--- config.mk ---
export PLATFORM = sky130hd
export DESIGN_NAME = scsi_initiator_command_sequencer_core
export DESIGN_NICKNAME = d
export VERILOG_FILES = /design/src/sv/scsi_seq_pkg.sv /design/src/sv/scsi_seq_cfg.sv /design/src/sv/scsi_seq_step.sv /design/src/sv/scsi_initiator_command_sequencer_core.sv
export VERILOG_INCLUDE_DIRS = /design/src /design/src/sv
export SDC_FILE = /design/constraint.sdc
export NUM_CORES = 1
export LEC_CHECK = 0
export BUFFER_PORTS_ARGS = -buffer_cell sky130_fd_sc_hd__buf_2
export CAP_MARGIN = 0
export CELL_PAD_IN_SITES_DETAIL_PLACEMENT = 0
export CELL_PAD_IN_SITES_GLOBAL_PLACEMENT = 1
export CORE_ASPECT_RATIO = 1.5
export CORE_MARGIN = 2
export CORE_UTILIZATION = 48
export CTS_CLUSTER_SIZE = 30
export DETAILED_ROUTE_END_ITERATION = 7
export MAX_ROUTING_LAYER = met4
export PLACE_DENSITY_LB_ADDON = 0.1
export SLEW_MARGIN = 15
export SYNTH_ARGS = -nofsm -noshare
export SYNTH_HDL_FRONTEND = slang
export SYNTH_SLANG_ARGS = --single-unit
export TNS_END_PERCENT = 30
--- constraint.sdc ---
create_clock -name clk -period 7.4 [get_ports clk]
set_input_delay 1.11 -clock clk [delete_from_list [all_inputs] [get_ports clk]]
set_output_delay 1.11 -clock clk [all_outputs]
set_load 0.01 [all_outputs]
--- src/sv/scsi_initiator_command_sequencer_core_defines.svh ---
`ifndef SCSI_INITIATOR_COMMAND_SEQUENCER_CORE_DEFINES_SVH
`define SCSI_INITIATOR_COMMAND_SEQUENCER_CORE_DEFINES_SVH

// same-cycle implication, checked outside reset
`define SCSI_SEQ_ASSERT_IMP(lbl, ante, cons, msg) \
  lbl: assert property (@(posedge clk) disable iff (!rst_n) (ante) |-> (cons)) \
    else $error(msg);

// next-cycle implication, checked outside reset
`define SCSI_SEQ_ASSERT_NXT(lbl, ante, cons, msg) \
  lbl: assert property (@(posedge clk) disable iff (!rst_n) (ante) |=> (cons)) \
    else $error(msg);

`endif

--- src/sv/scsi_seq_pkg.sv ---
package scsi_seq_pkg;

  localparam int CdbBytes    = 6;
  localparam int StatusBytes = 3;
  localparam int StatPack    = (StatusBytes < 3) ? StatusBytes : 3;
  localparam int StatCntBits = $clog2(StatusBytes + 1);

  localparam logic [23:0] ResetBusyLimit = 24'd100000;
  localparam logic [23:0] ResetIntLimit  = 24'd10000000;
  localparam logic [19:0] AddrMask       = 20'hFFFFF;

  localparam logic [1:0] CfgBusyLimit = 2'd0;
  localparam logic [1:0] CfgIntLimit  = 2'd1;
  localparam logic [1:0] CfgCompMsg   = 2'd2;

  localparam logic ActStart = 1'b0;

  localparam logic [2:0] PhIdle = 3'd0;
  localparam logic [2:0] PhFree = 3'd1;
  localparam logic [2:0] PhSel  = 3'd2;
  localparam logic [2:0] PhCmd  = 3'd3;
  localparam logic [2:0] PhInt  = 3'd4;
  localparam logic [2:0] PhStat = 3'd5;
  localparam logic [2:0] PhMsg  = 3'd6;

  localparam int FlagBusy = 0;
  localparam int FlagReq  = 1;
  localparam int FlagInt  = 2;
  localparam int FlagBerr = 3;

  localparam logic [1:0] BpCommand = 2'd0;
  localparam logic [1:0] BpStatus  = 2'd1;
  localparam logic [1:0] BpMsgIn   = 2'd2;

  localparam logic [2:0] WkNone   = 3'd0;
  localparam logic [2:0] WkTarget = 3'd1;
  localparam logic [2:0] WkSelect = 3'd2;
  localparam logic [2:0] WkDma    = 3'd3;
  localparam logic [2:0] WkByte   = 3'd4;
  localparam logic [2:0] WkReset  = 3'd5;

  localparam logic [2:0] ErrOk      = 3'd0;
  localparam logic [2:0] ErrBusBusy = 3'd1;
  localparam logic [2:0] ErrNoSel   = 3'd2;
  localparam logic [2:0] ErrTimeout = 3'd3;
  localparam logic [2:0] ErrBusErr  = 3'd4;
  localparam logic [2:0] ErrSeq     = 3'd5;
  localparam logic [2:0] ErrBadMsg  = 3'd6;

  typedef struct packed {
    logic [23:0] busy_limit;
    logic [23:0] int_limit;
    logic [7:0]  comp_msg;
  } cfg_t;

  typedef struct packed {
    logic        action;
    logic [7:0]  target_select;
    logic [47:0] command_block;
    logic [15:0] transfer_length;
    logic [31:0] buffer_address;
    logic [3:0]  bus_flags;
    logic [1:0]  bus_phase;
    logic [7:0]  in_byte;
    logic [15:0] count_readback;
  } req_t;

  typedef struct packed {
    logic [2:0]  write_kind;
    logic [19:0] write_value;
    logic [15:0] count_value;
    logic        done_res;
    logic [2:0]  error_code;
    logic [15:0] transferred;
    logic [23:0] status_bytes;
  } res_t;

endpackage

--- src/sv/scsi_seq_cfg.sv ---
module scsi_seq_cfg
  import scsi_seq_pkg::*;
(
  input  logic        clk,
  input  logic        rst_n,
  input  logic        cfg_we,
  input  logic [1:0]  cfg_index,
  input  logic [23:0] cfg_data,
  output cfg_t        cfg
);

  cfg_t cfg_r;
  cfg_t cfg_nxt;

  always_comb begin
    cfg_nxt = cfg_r;
    if (cfg_we) begin
      unique case (cfg_index)
        CfgBusyLimit: cfg_nxt.busy_limit = cfg_data;
        CfgIntLimit:  cfg_nxt.int_limit  = cfg_data;
        CfgCompMsg:   cfg_nxt.comp_msg   = cfg_data[7:0];
        default:      cfg_nxt = cfg_r;
      endcase
    end
  end

  always_ff @(posedge clk) begin
    if (!rst_n) begin
      cfg_r.busy_limit <= ResetBusyLimit;
      cfg_r.int_limit  <= ResetIntLimit;
      cfg_r.comp_msg   <= 8'd0;
    end else begin
      cfg_r <= cfg_nxt;
    end
  end

  assign cfg = cfg_r;

endmodule

--- src/sv/scsi_seq_step.sv ---
module scsi_seq_step
  import scsi_seq_pkg::*;
(
  input  logic clk,
  input  logic rst_n,
  input  logic step_en,
  input  req_t req,
  input  cfg_t cfg,
  output res_t res
);

  logic [2:0]             phase_r, phase_nxt;
  logic [23:0]            poll_count_r, poll_count_nxt;
  logic [2:0]             byte_index_r, byte_index_nxt;
  logic [47:0]            command_r, command_nxt;
  logic [15:0]            length_r, length_nxt;
  logic [19:0]            address_r, address_nxt;
  logic [StatCntBits-1:0] stat_cnt_r, stat_cnt_nxt;
  logic [7:0]             store_r   [StatusBytes];
  logic [7:0]             store_nxt [StatusBytes];

  logic [23:0] poll_inc;
  logic [23:0] wait_limit;
  logic        wait_met;
  logic        wait_tmo;
  logic        wait_berr;
  logic        fin;
  logic [2:0]  fin_err;
  logic [2:0]  msg_err;
  logic [2:0]  byte_index_inc;
  logic [7:0]  cmd_byte;
  logic [23:0] stat_pack;

  assign poll_inc       = poll_count_r + 24'd1;
  assign wait_limit     = (phase_r == PhInt) ? cfg.int_limit : cfg.busy_limit;
  assign wait_tmo       = (poll_inc >= wait_limit);
  assign wait_berr      = req.bus_flags[FlagBerr];
  assign byte_index_inc = byte_index_r + 3'd1;
  assign cmd_byte       = 8'(command_r >> {byte_index_r, 3'b000});

  always_comb begin
    unique case (phase_r)
      PhSel:   wait_met = req.bus_flags[FlagBusy];
      PhInt:   wait_met = req.bus_flags[FlagInt];
      default: wait_met = req.bus_flags[FlagReq];
    endcase
  end

  always_comb begin
    priority if (req.bus_phase != BpMsgIn) begin
      msg_err = ErrSeq;
    end else if (req.in_byte != cfg.comp_msg) begin
      msg_err = ErrBadMsg;
    end else begin
      msg_err = ErrOk;
    end
  end

  always_comb begin
    stat_pack = '0;
    for (int i = 0; i < StatPack; i++) begin
      stat_pack[8*i +: 8] = store_r[i];
    end
  end

  always_comb begin
    res            = '0;
    phase_nxt      = phase_r;
    poll_count_nxt = poll_count_r;
    byte_index_nxt = byte_index_r;
    command_nxt    = command_r;
    length_nxt     = length_r;
    address_nxt    = address_r;
    stat_cnt_nxt   = stat_cnt_r;
    store_nxt      = store_r;
    fin            = 1'b0;
    fin_err        = ErrOk;

    if (req.action == ActStart) begin
      command_nxt    = req.command_block;
      length_nxt     = req.transfer_length;
      address_nxt    = req.buffer_address[19:0] & AddrMask;
      for (int i = 0; i < StatusBytes; i++) begin
        store_nxt[i] = 8'd0;
      end
      stat_cnt_nxt   = '0;
      byte_index_nxt = 3'd0;
      poll_count_nxt = 24'd0;
      phase_nxt      = PhFree;
      res.write_kind  = WkTarget;
      res.write_value = {12'd0, req.target_select};
    end else begin
      if (phase_r != PhIdle && phase_r != PhFree && !wait_met) begin
        poll_count_nxt = poll_inc;
      end
      unique case (phase_r)
        PhIdle: begin
        end
        PhFree: begin
          priority if (!req.bus_flags[FlagBusy]) begin
            res.write_kind = WkSelect;
            poll_count_nxt = 24'd0;
            phase_nxt      = PhSel;
          end else if (poll_count_r >= cfg.busy_limit) begin
            res.write_kind = WkReset;
            fin            = 1'b1;
            fin_err        = ErrBusBusy;
          end else begin
            poll_count_nxt = poll_inc;
          end
        end
        PhSel: begin
          if (wait_met) begin
            res.write_kind  = WkDma;
            res.write_value = address_r;
            res.count_value = ~length_r;
            poll_count_nxt  = 24'd0;
            byte_index_nxt  = 3'd0;
            phase_nxt       = PhCmd;
          end else if (wait_tmo || wait_berr) begin
            fin     = 1'b1;
            fin_err = ErrNoSel;
          end
        end
        PhCmd: begin
          if (wait_met) begin
            if (req.bus_phase != BpCommand || byte_index_r >= 3'(CdbBytes)) begin
              fin     = 1'b1;
              fin_err = ErrSeq;
            end else begin
              res.write_kind  = WkByte;
              res.write_value = {12'd0, cmd_byte};
              byte_index_nxt  = byte_index_inc;
              poll_count_nxt  = 24'd0;
              if (byte_index_inc >= 3'(CdbBytes)) begin
                phase_nxt = PhInt;
              end
            end
          end else if (wait_tmo || wait_berr) begin
            fin     = 1'b1;
            fin_err = wait_tmo ? ErrTimeout : ErrBusErr;
          end
        end
        PhInt: begin
          if (wait_met) begin
            poll_count_nxt = 24'd0;
            phase_nxt      = PhStat;
          end else if (wait_tmo || wait_berr) begin
            fin     = 1'b1;
            fin_err = wait_tmo ? ErrTimeout : ErrBusErr;
          end
        end
        PhStat: begin
          if (wait_met) begin
            poll_count_nxt = 24'd0;
            if (req.bus_phase == BpStatus) begin
              for (int i = 0; i < StatusBytes; i++) begin
                if (stat_cnt_r == StatCntBits'(i)) begin
                  store_nxt[i] = req.in_byte;
                end
              end
              if (stat_cnt_r < StatCntBits'(StatusBytes)) begin
                stat_cnt_nxt = stat_cnt_r + StatCntBits'(1);
              end
            end else begin
              fin     = 1'b1;
              fin_err = msg_err;
            end
          end else if (wait_tmo || wait_berr) begin
            poll_count_nxt = 24'd0;
            phase_nxt      = PhMsg;
          end
        end
        PhMsg: begin
          if (wait_met) begin
            fin     = 1'b1;
            fin_err = msg_err;
          end else if (wait_tmo || wait_berr) begin
            fin     = 1'b1;
            fin_err = wait_tmo ? ErrTimeout : ErrBusErr;
          end
        end
        default: begin
          phase_nxt = PhIdle;
        end
      endcase
    end

    if (fin) begin
      res.done_res     = 1'b1;
      res.error_code   = fin_err;
      res.status_bytes = stat_pack;
      if (fin_err == ErrOk) begin
        res.transferred = length_r - ~req.count_readback;
      end
      phase_nxt = PhIdle;
    end
  end

  always_ff @(posedge clk) begin
    if (!rst_n) begin
      phase_r      <= PhIdle;
      poll_count_r <= 24'd0;
      byte_index_r <= 3'd0;
      command_r    <= 48'd0;
      length_r     <= 16'd0;
      address_r    <= 20'd0;
      stat_cnt_r   <= '0;
      for (int i = 0; i < StatusBytes; i++) begin
        store_r[i] <= 8'd0;
      end
    end else if (step_en) begin
      phase_r      <= phase_nxt;
      poll_count_r <= poll_count_nxt;
      byte_index_r <= byte_index_nxt;
      command_r    <= command_nxt;
      length_r     <= length_nxt;
      address_r    <= address_nxt;
      stat_cnt_r   <= stat_cnt_nxt;
      store_r      <= store_nxt;
    end
  end

endmodule

--- src/sv/scsi_initiator_command_sequencer_core.sv ---
// channel  | direction | handshake             | payload
// in       | input     | in_valid / in_ready   | in_action .. in_count_readback
// out      | output    | out_valid / out_ready | out_write_kind .. out_status_bytes
// cfg      | input     | cfg_we                | cfg_index, cfg_data
//
// Each request gives exactly one result, held in the result register.
// Throughput is one request per cycle while out_ready is high: an input register
// feeds the sequencer step logic, which writes the result register.
// Reset is synchronous, active low; it loads the default limits and idles.
// A stalled result holds the result register; the input register still
// takes a request while it is empty.
module scsi_initiator_command_sequencer_core
  import scsi_seq_pkg::*;
(
  input  logic        clk,
  input  logic        rst_n,
  input  logic        cfg_we,
  input  logic [1:0]  cfg_index,
  input  logic [23:0] cfg_data,
  input  logic        in_valid,
  output logic        in_ready,
  input  logic        in_action,
  input  logic [7:0]  in_target_select,
  input  logic [47:0] in_command_block,
  input  logic [15:0] in_transfer_length,
  input  logic [31:0] in_buffer_address,
  input  logic [3:0]  in_bus_flags,
  input  logic [1:0]  in_bus_phase,
  input  logic [7:0]  in_in_byte,
  input  logic [15:0] in_count_readback,
  output logic        out_valid,
  input  logic        out_ready,
  output logic [2:0]  out_write_kind,
  output logic [19:0] out_write_value,
  output logic [15:0] out_count_value,
  output logic        out_done_res,
  output logic [2:0]  out_error_code,
  output logic [15:0] out_transferred,
  output logic [23:0] out_status_bytes
);

`include "scsi_initiator_command_sequencer_core_defines.svh"

  cfg_t cfg;
  req_t req_r;
  req_t req_in;
  res_t res;
  res_t res_r;
  logic in_valid_r;
  logic out_valid_r;
  logic advance;

  assign req_in.action          = in_action;
  assign req_in.target_select   = in_target_select;
  assign req_in.command_block   = in_command_block;
  assign req_in.transfer_length = in_transfer_length;
  assign req_in.buffer_address  = in_buffer_address;
  assign req_in.bus_flags       = in_bus_flags;
  assign req_in.bus_phase       = in_bus_phase;
  assign req_in.in_byte         = in_in_byte;
  assign req_in.count_readback  = in_count_readback;

  assign advance  = in_valid_r && (!out_valid_r || out_ready);
  assign in_ready = !in_valid_r || advance;

  scsi_seq_cfg u_cfg (
    .clk       (clk),
    .rst_n     (rst_n),
    .cfg_we    (cfg_we),
    .cfg_index (cfg_index),
    .cfg_data  (cfg_data),
    .cfg       (cfg)
  );

  scsi_seq_step u_step (
    .clk     (clk),
    .rst_n   (rst_n),
    .step_en (advance),
    .req     (req_r),
    .cfg     (cfg),
    .res     (res)
  );

  always_ff @(posedge clk) begin
    if (!rst_n) begin
      in_valid_r <= 1'b0;
    end else if (in_valid && in_ready) begin
      in_valid_r <= 1'b1;
    end else if (advance) begin
      in_valid_r <= 1'b0;
    end
  end

  always_ff @(posedge clk) begin
    if (in_valid && in_ready) begin
      req_r <= req_in;
    end
  end

  always_ff @(posedge clk) begin
    if (!rst_n) begin
      out_valid_r <= 1'b0;
    end else if (advance) begin
      out_valid_r <= 1'b1;
    end else if (out_ready) begin
      out_valid_r <= 1'b0;
    end
  end

  always_ff @(posedge clk) begin
    if (advance) begin
      res_r <= res;
    end
  end

  assign out_valid        = out_valid_r;
  assign out_write_kind   = res_r.write_kind;
  assign out_write_value  = res_r.write_value;
  assign out_count_value  = res_r.count_value;
  assign out_done_res     = res_r.done_res;
  assign out_error_code   = res_r.error_code;
  assign out_transferred  = res_r.transferred;
  assign out_status_bytes = res_r.status_bytes;

  `SCSI_SEQ_ASSERT_NXT(a_step_loads_out, advance, out_valid_r, "step did not load result")
  `SCSI_SEQ_ASSERT_IMP(a_err_needs_done, out_valid_r && out_error_code != ErrOk,
                       out_done_res, "error code without done")
  `SCSI_SEQ_ASSERT_IMP(a_xfer_on_ok, out_valid_r && out_transferred != 16'd0,
                       out_done_res && out_error_code == ErrOk, "transferred without success")
  `SCSI_SEQ_ASSERT_IMP(a_reset_pulse_busy, out_valid_r && out_write_kind == WkReset,
                       out_done_res && out_error_code == ErrBusBusy, "reset pulse without busy fail")

endmodule
======== After elaboration in Yosys (flattened, before gate mapping) ========
Cells that the tools add are included.
storage, ports and cells
  flip-flop bits (word level) ............. 404
  output and inout bits ................... 85
  word-level logic and storage cells ...... 193
operators by class
  add/subtract/negate cells ............... 4
  $lt $le $gt $ge ......................... 5
  equality and inequality tests ........... 34
  shift operators ......................... 1
  mux-type cells .......................... 81
  bitwise logic cells ..................... 3
  reduce and logical (&&, ||, !) cells .... 33
operators with widths
  operator               count
  $mux 24                14
  $pmux 24 s4            1
  $mux 3                 27
  $ge 24x24->1           2
  $shr 48x6->8           1
  $mux 23                2
  $mux 44                1
  $pmux 20 s2            1
  $mux 38                1
  $pmux 3 s6             2
  $mux 8                 4
  $not 16->16            2
  $reduce_and 5->1       5
  $add 24x1->24 const B  1
  $ne 4x2->1 const B     5
  $mux 1                 16
  $mux 16                1
  $sub 16x16->16         1
  $mux 2                 7
  $ne 2x1->1 const B     7
  $reduce_and 10->1      1
  $reduce_and 2->1       5
  $eq 3x3->1 const B     3
  $ne 3x2->1 const B     3
  other kinds (28)       48

======== Logic depth before layout (Yosys ltp) ========
  depth in word-level cells ............... 11
  depth in mapped cells ................... 18
  gate-level depth less buffers ........... 16

======== By module ========
From an unflattened synthesis, not the netlist that was laid out.
second synthesis, totals
  cell total of the unflattened synthesis .. 1754
  area, all modules ....................... 18801.8 um2
by module, submodules not included
  module                                 instances  cells an instance  area an instance (um2)  seq. area each (um2)
  scsi_seq_step                          1          1307               9898.2                  2802.7
  scsi_initiator_command_sequencer_core  1          227                6650.1                  6586.3
  scsi_seq_cfg                           1          220                2253.4                  1121.1

======== Least setup slack after synthesis ========
No wires, ideal clock.
  path type ............................... input port to flip-flop
  start point ............................. input port out_ready
  end point ............................... register req_r[0] in the netlist's numbering, enable pin
  setup time .............................. 0.497 ns
  data arrival time ....................... 4.157 ns
  required time ........................... 6.903 ns
  slack ................................... 2.746 ns
  stages on the path ...................... 3
  path through ............................ nor2b_1 > nand2_1 > and2_1
between the ends
  longest elaborated chain between the ends .. 4
ends and longest elaborated chain
  what                    line                                         RTL
  start: declaration      scsi_initiator_command_sequencer_core.sv:32  input logic out_ready,
  $logic_or 1x1->1        scsi_initiator_command_sequencer_core.sv:63  assign advance = in_valid_r && (!out_valid_r || out_ready);
  $logic_and 1x1->1       scsi_initiator_command_sequencer_core.sv:63
  $logic_or 1x1->1        scsi_initiator_command_sequencer_core.sv:64  assign in_ready = !in_valid_r || advance;
  named net in_ready      scsi_initiator_command_sequencer_core.sv:21  output logic in_ready,
  $logic_and 1x1->1       scsi_initiator_command_sequencer_core.sv:95  if (in_valid && in_ready) begin
  end signal: assignment  scsi_initiator_command_sequencer_core.sv:96  req_r <= req_in;
  end: declaration        scsi_initiator_command_sequencer_core.sv:45  req_t req_r;
The timed path passes the listed nets, and every way through them passes these cells.
A chain may end at the register's enable or synchronous reset.

======== Worst setup path in the final report ========
  start point ............................. register u_step.poll_count_r[0]
  end point ............................... register res_r, in the netlist out_transferred[15], data pin
between the ends
  longest elaborated chain between the ends .. 9
ends and longest elaborated chain
  what                                               line                                          RTL
  start: declaration                                 scsi_seq_step.sv:13                           logic [23:0] poll_count_r, poll_count_nxt;
  start signal: assignment                           scsi_seq_step.sv:214                          poll_count_r <= poll_count_nxt;
  $add 24x1->24                                      scsi_seq_step.sv:34                           assign poll_inc = poll_count_r + 24'd1;
  $ge 24x24->1                                       scsi_seq_step.sv:36                           assign wait_tmo = (poll_inc >= wait_limit);
  $mux 3 / $logic_or 1x1->1 (equally long branches)  n/a
  $mux 3 / $mux 2 (equally long branches)            n/a
  $mux 3 (tied with other cells)                     scsi_seq_step.sv:175                          if (wait_met) begin
  $pmux 3 s6                                         scsi_seq_step.sv:96                           unique case (phase_r)
  $mux 3                                             scsi_seq_step.sv:79                           if (req.action == ActStart) begin
  $logic_not 3->1                                    scsi_seq_step.sv:193                          if (fin_err == ErrOk) begin
  $reduce_and 2->1 (no source line) (*)              n/a
  end signal: assignment                             scsi_initiator_command_sequencer_core.sv:112  res_r <= res;
  end: declaration                                   scsi_initiator_command_sequencer_core.sv:48   res_t res_r;
Mark *: on every way between the ends. The rest lies on a longest branch, timed or not.

==> flow_metrics.env <==
export IMPL_grt_use_total_pct=21.6
export IMPL_slew_violations=0
export IMPL_finalNetCount=2182
export IMPL_worst_setup_path_end_kind="flop"
export IMPL_worst_path_arrival_ps=6030
export IMPL_synthMostInstantiatedCell="sky130_fd_sc_hd__nand2_1"
export IMPL_antenna_violating_nets_post_route=0
export IMPL_die_area_sq_um=39100
export IMPL_synth_lib_cells_used_distinct=78
export IMPL_synth_edf_count=206
export IMPL_synth_seq_cells=404
export IMPL_filler_cell_count=3311
export IMPL_critPathLaunch="u_step.poll_count_r[0]"
export IMPL_dp_final_hpwl_mm=28.5
export IMPL_dieHeight_microns=241
export IMPL_slew_headroom_pct=27.4
export IMPL_drt_wl_total_mm=41.4
export IMPL_clk_transition_reported_paths_ps=60
export IMPL_layout_area_seq_sq_um=10100
export IMPL_grt_antenna_before_repair=5
export IMPL_synthesis_instances=1741
export IMPL_syn_mean_instance_area_sq_um=10.3
export IMPL_clock_sink_count=404
export IMPL_worst_path_max_fanout=26
export IMPL_r2r_start="u_step.poll_count_r[0]"
export IMPL_cts_buffers=40
export IMPL_hold_path_class="flop to flop"
export IMPL_post_synth_main_area_contributors="sky130_fd_sc_hd__edfxtp_1 34%, sky130_fd_sc_hd__dfxtp_1 22%, sky130_fd_sc_hd__nand2_1 7.6%"
export IMPL_synthTopCellsByCount="363 x sky130_fd_sc_hd__nand2_1, 206 x sky130_fd_sc_hd__edfxtp_1, 198 x sky130_fd_sc_hd__dfxtp_1"
export IMPL_yosys_area_top_type="sky130_fd_sc_hd__edfxtp_1"
export IMPL_flow_area_growth_from_synthesis_pct=16.1
export IMPL_end_of_the_worst_register_to_register_path="out_transferred[15]"
export IMPL_ys_warn_count=0
export IMPL_yosys_area_top_type_share_pct=34.4
export IMPL_root_buffer="sky130_fd_sc_hd__clkbuf_16"
export IMPL_synth_area_sq_um=18000
export IMPL_max_cap_viols=0
export IMPL_final_layout_size_suffix_gt1_share_pct=18.1
export IMPL_hold_buffers_post_cts=0
export IMPL_worstSetupEndpoint="out_transferred[15]"
export IMPL_cts_max_level=2
export IMPL_detailed_routing_iteration_count_for_the_pre_antenna_repair_pass=5
export IMPL_via_count=12900
export IMPL_critPathRequiredTime_ps=7770
export IMPL_tritoncts_clock_tree="built"
export IMPL_report_final_setup_viol=0
export IMPL_finalInstanceArea_sq_um=20900
export IMPL_multi_input_gate_area_in_the_final_layout_sq_um=7290
export IMPL_postCtsSetupBuffers=0
export IMPL_ys_seq_area_share_pct=56.4
export IMPL_die_width_microns=162
export IMPL_drtIter0Drc=797
export IMPL_reg2reg_setup_slack_ps=1740
export IMPL_numPortBuffers=238
export IMPL_power_density_cell_area_nw_per_um2=232
export IMPL_initial_utilization_pct=48.9
export IMPL_fin_cells=2462
export IMPL_crit_path_start_kind="flop"
export IMPL_fp_row_count=86
export IMPL_grt_remaining_overflow=0
export IMPL_gpl_final_weighted_congestion=0.848
export IMPL_placedCellCount=2384
export IMPL_synth_net_count=1981
export IMPL_drcViolationCount=0
export IMPL_fp_coreArea_sq_um=36800
export IMPL_maximum_number_of_pins_on_one_net_before_global_route_repair=112
export IMPL_top_level_ports=251
export IMPL_finClkSkew_ps=19.8
export IMPL_period_utilization_pct=76.4
export IMPL_vdd_ir_drop_max_mv=0.220
export IMPL_p_leak_nw=8.13
export IMPL_critPathKind="flop to flop"
export IMPL_min_tclk_post_route_ps=5660
export IMPL_fin_util_pct=56.7
export IMPL_cts_path_max_buffers=3
export IMPL_clk_insertion_delay_late_ps=550
export IMPL_rsz_0062_raised_after_global_routing="false"
export IMPL_worst_r2r_cell_count=15
export IMPL_first_global_vias=12400
export IMPL_synth_flop_cell="sky130_fd_sc_hd__edfxtp_1"
export IMPL_timing_hold_violations_final=0
export IMPL_hold_ws_ps=463
export IMPL_run_status="complete, no violations"
export IMPL_fin_tns_setup_ps=0
export IMPL_route_detailed_vias_per_inst=5.26
export IMPL_async_flop_share_pct=0
export IMPL_max_freq_mhz=177
export IMPL_dpl_instance_area_sq_um=19500
export IMPL_worst_slew_pin_tran_ps=1090
export IMPL_avgRoutedWirePerCell_microns=16.8
export IMPL_grt_pass1_wl_mm=64.7
export IMPL_ctsResizeCount=0
## stage by stage
| stage | worst slack (ps) | power [W] |
|---|---|---|
| after floorplan | 2750 | 0.00271 |
| after global placement | 1840 | 0.00283 |
| after detailed placement | 1790 | 0.00283 |
| after CTS | 1740 | 0.00489 |
| after global routing | 1340 | 0.00501 |
| final | 1740 | 0.00484 |
## layout by cell type, fill, tap and decap left out, drive strengths merged, types with 5 or more instances in the layout
cell type	Yosys	layout
a31oi	11	11
a22o	6	6
inv	58	58
dfxtp	198	198
mux4	8	8
edfxtp	206	206
nand2b	10	10
o22ai	9	9
clkbuf	74	52
nor3	24	24
ha	73	73
a21boi	120	120
clkinv	1	13
mux2i	18	18
and2	52	52
xnor2	21	21
o211ai	17	17
a31o	5	5
or2	6	6
nand2	363	363
a21oi	82	82
nand4	18	18
o21ai	61	61
nor2	105	105
a221oi	8	8
nand3	35	35
nor4	10	10
nor2b	26	26
xor2	19	19
diode	0	5
clkinvlp	0	5
buf	15	248
and3	22	22
## report_power, final
| part | leakage, nW | internal (W) | switching, W |
|---|---|---|---|
| Combinational | 3.87 | 0.000115 | 0.000186 |
| Sequential | 3.62 | 0.00244 | 0.0000385 |
| Clock | 0.640 | 0.00120 | 0.000859 |
## layout make-up
| cell class | instances | area share, % |
|---|---|---|
| Clock buffer | 52 | 5.25 |
| Inverter | 59 | 1.07 |
| Clock inverter | 21 | 1.11 |
| Timing Repair Buffer | 248 | 6.08 |
| Multi-Input combinational cell | 1189 | 34.9 |
| Sequential cell | 404 | 48.6 |
| Tap cell | 484 | 2.90 |
| Antenna cell | 5 | 0.0599 |
## critical path: stages, from the launching register on
cell and delay, ps:
sky130_fd_sc_hd__dfxtp_1 470, sky130_fd_sc_hd__ha_1 310, sky130_fd_sc_hd__nand3_1 220, sky130_fd_sc_hd__nor4_2 490
sky130_fd_sc_hd__nand4_2 300, sky130_fd_sc_hd__nor4_2 400, sky130_fd_sc_hd__xor2_1 150, sky130_fd_sc_hd__ha_1 330
sky130_fd_sc_hd__nand4_1 130, sky130_fd_sc_hd__nor4_1 480, sky130_fd_sc_hd__o21ai_0 220, sky130_fd_sc_hd__o211ai_1 430
sky130_fd_sc_hd__o32ai_1 250, sky130_fd_sc_hd__a31oi_4 560, sky130_fd_sc_hd__nand4_4 390, sky130_fd_sc_hd__nor4_2 360
## how the worst min path moves through the flow
stage	from	end	slack, ps	cells past startpoint
final	u_cfg.cfg[55]	u_cfg.cfg[55]	460	2
after global routing	u_cfg.cfg[30]	u_cfg.cfg[30]	480	2
after CTS	u_step.command_r[11]	u_step.command_r[11]	470	2
after detailed placement	u_cfg.cfg[23]	u_cfg.cfg[23]	460	2
after global placement	u_step.address_r[10]	u_step.address_r[10]	450	2
after floorplan	u_step.address_r[10]	u_step.address_r[10]	440	2
## state kept, by name, summed over array words and instances (netlist names)
| signal | cells |
|---|---|
| u_cfg.cfg | 56 |
| out_transferred | 16 |
| u_step.address_r | 20 |
| out_status_bytes | 24 |
| in_valid_r | 1 |
| out_done_res | 1 |
| u_step.command_r | 48 |
| u_step.stat_pack | 24 |
| out_error_code | 3 |
| req_r | 123 |
| u_step.length_r | 16 |
| out_valid | 1 |
| out_count_value | 16 |
| out_write_value | 20 |
| u_step.byte_index_r | 3 |
| out_write_kind | 3 |
| u_step.phase_r | 3 |
| u_step.stat_cnt_r | 2 |
| u_step.poll_count_r | 24 |
## per-layer routing
layer | wire length [microns] | track usage [%] | vias to the layer above
met5 | 0 | - | -
met4 | 1140 | 7.37 | 0
met3 | 1820 | 2.65 | 72
met2 | 20900 | 37.3 | 330
met1 | 17500 | 26.2 | 6040
li1 | - | - | 6496
## cells by family after synthesis
group | synth area share, %
buffers and inverters | 3.19
muxes | 2.13
adders and majority gates | 5.19
xor gates and xnor gates | 1.95
DFF | 56.4
AOI/OAI and AO/OA | 13.5
and+or+nand+nor | 17.6
(Power assumes the default switching activity.)
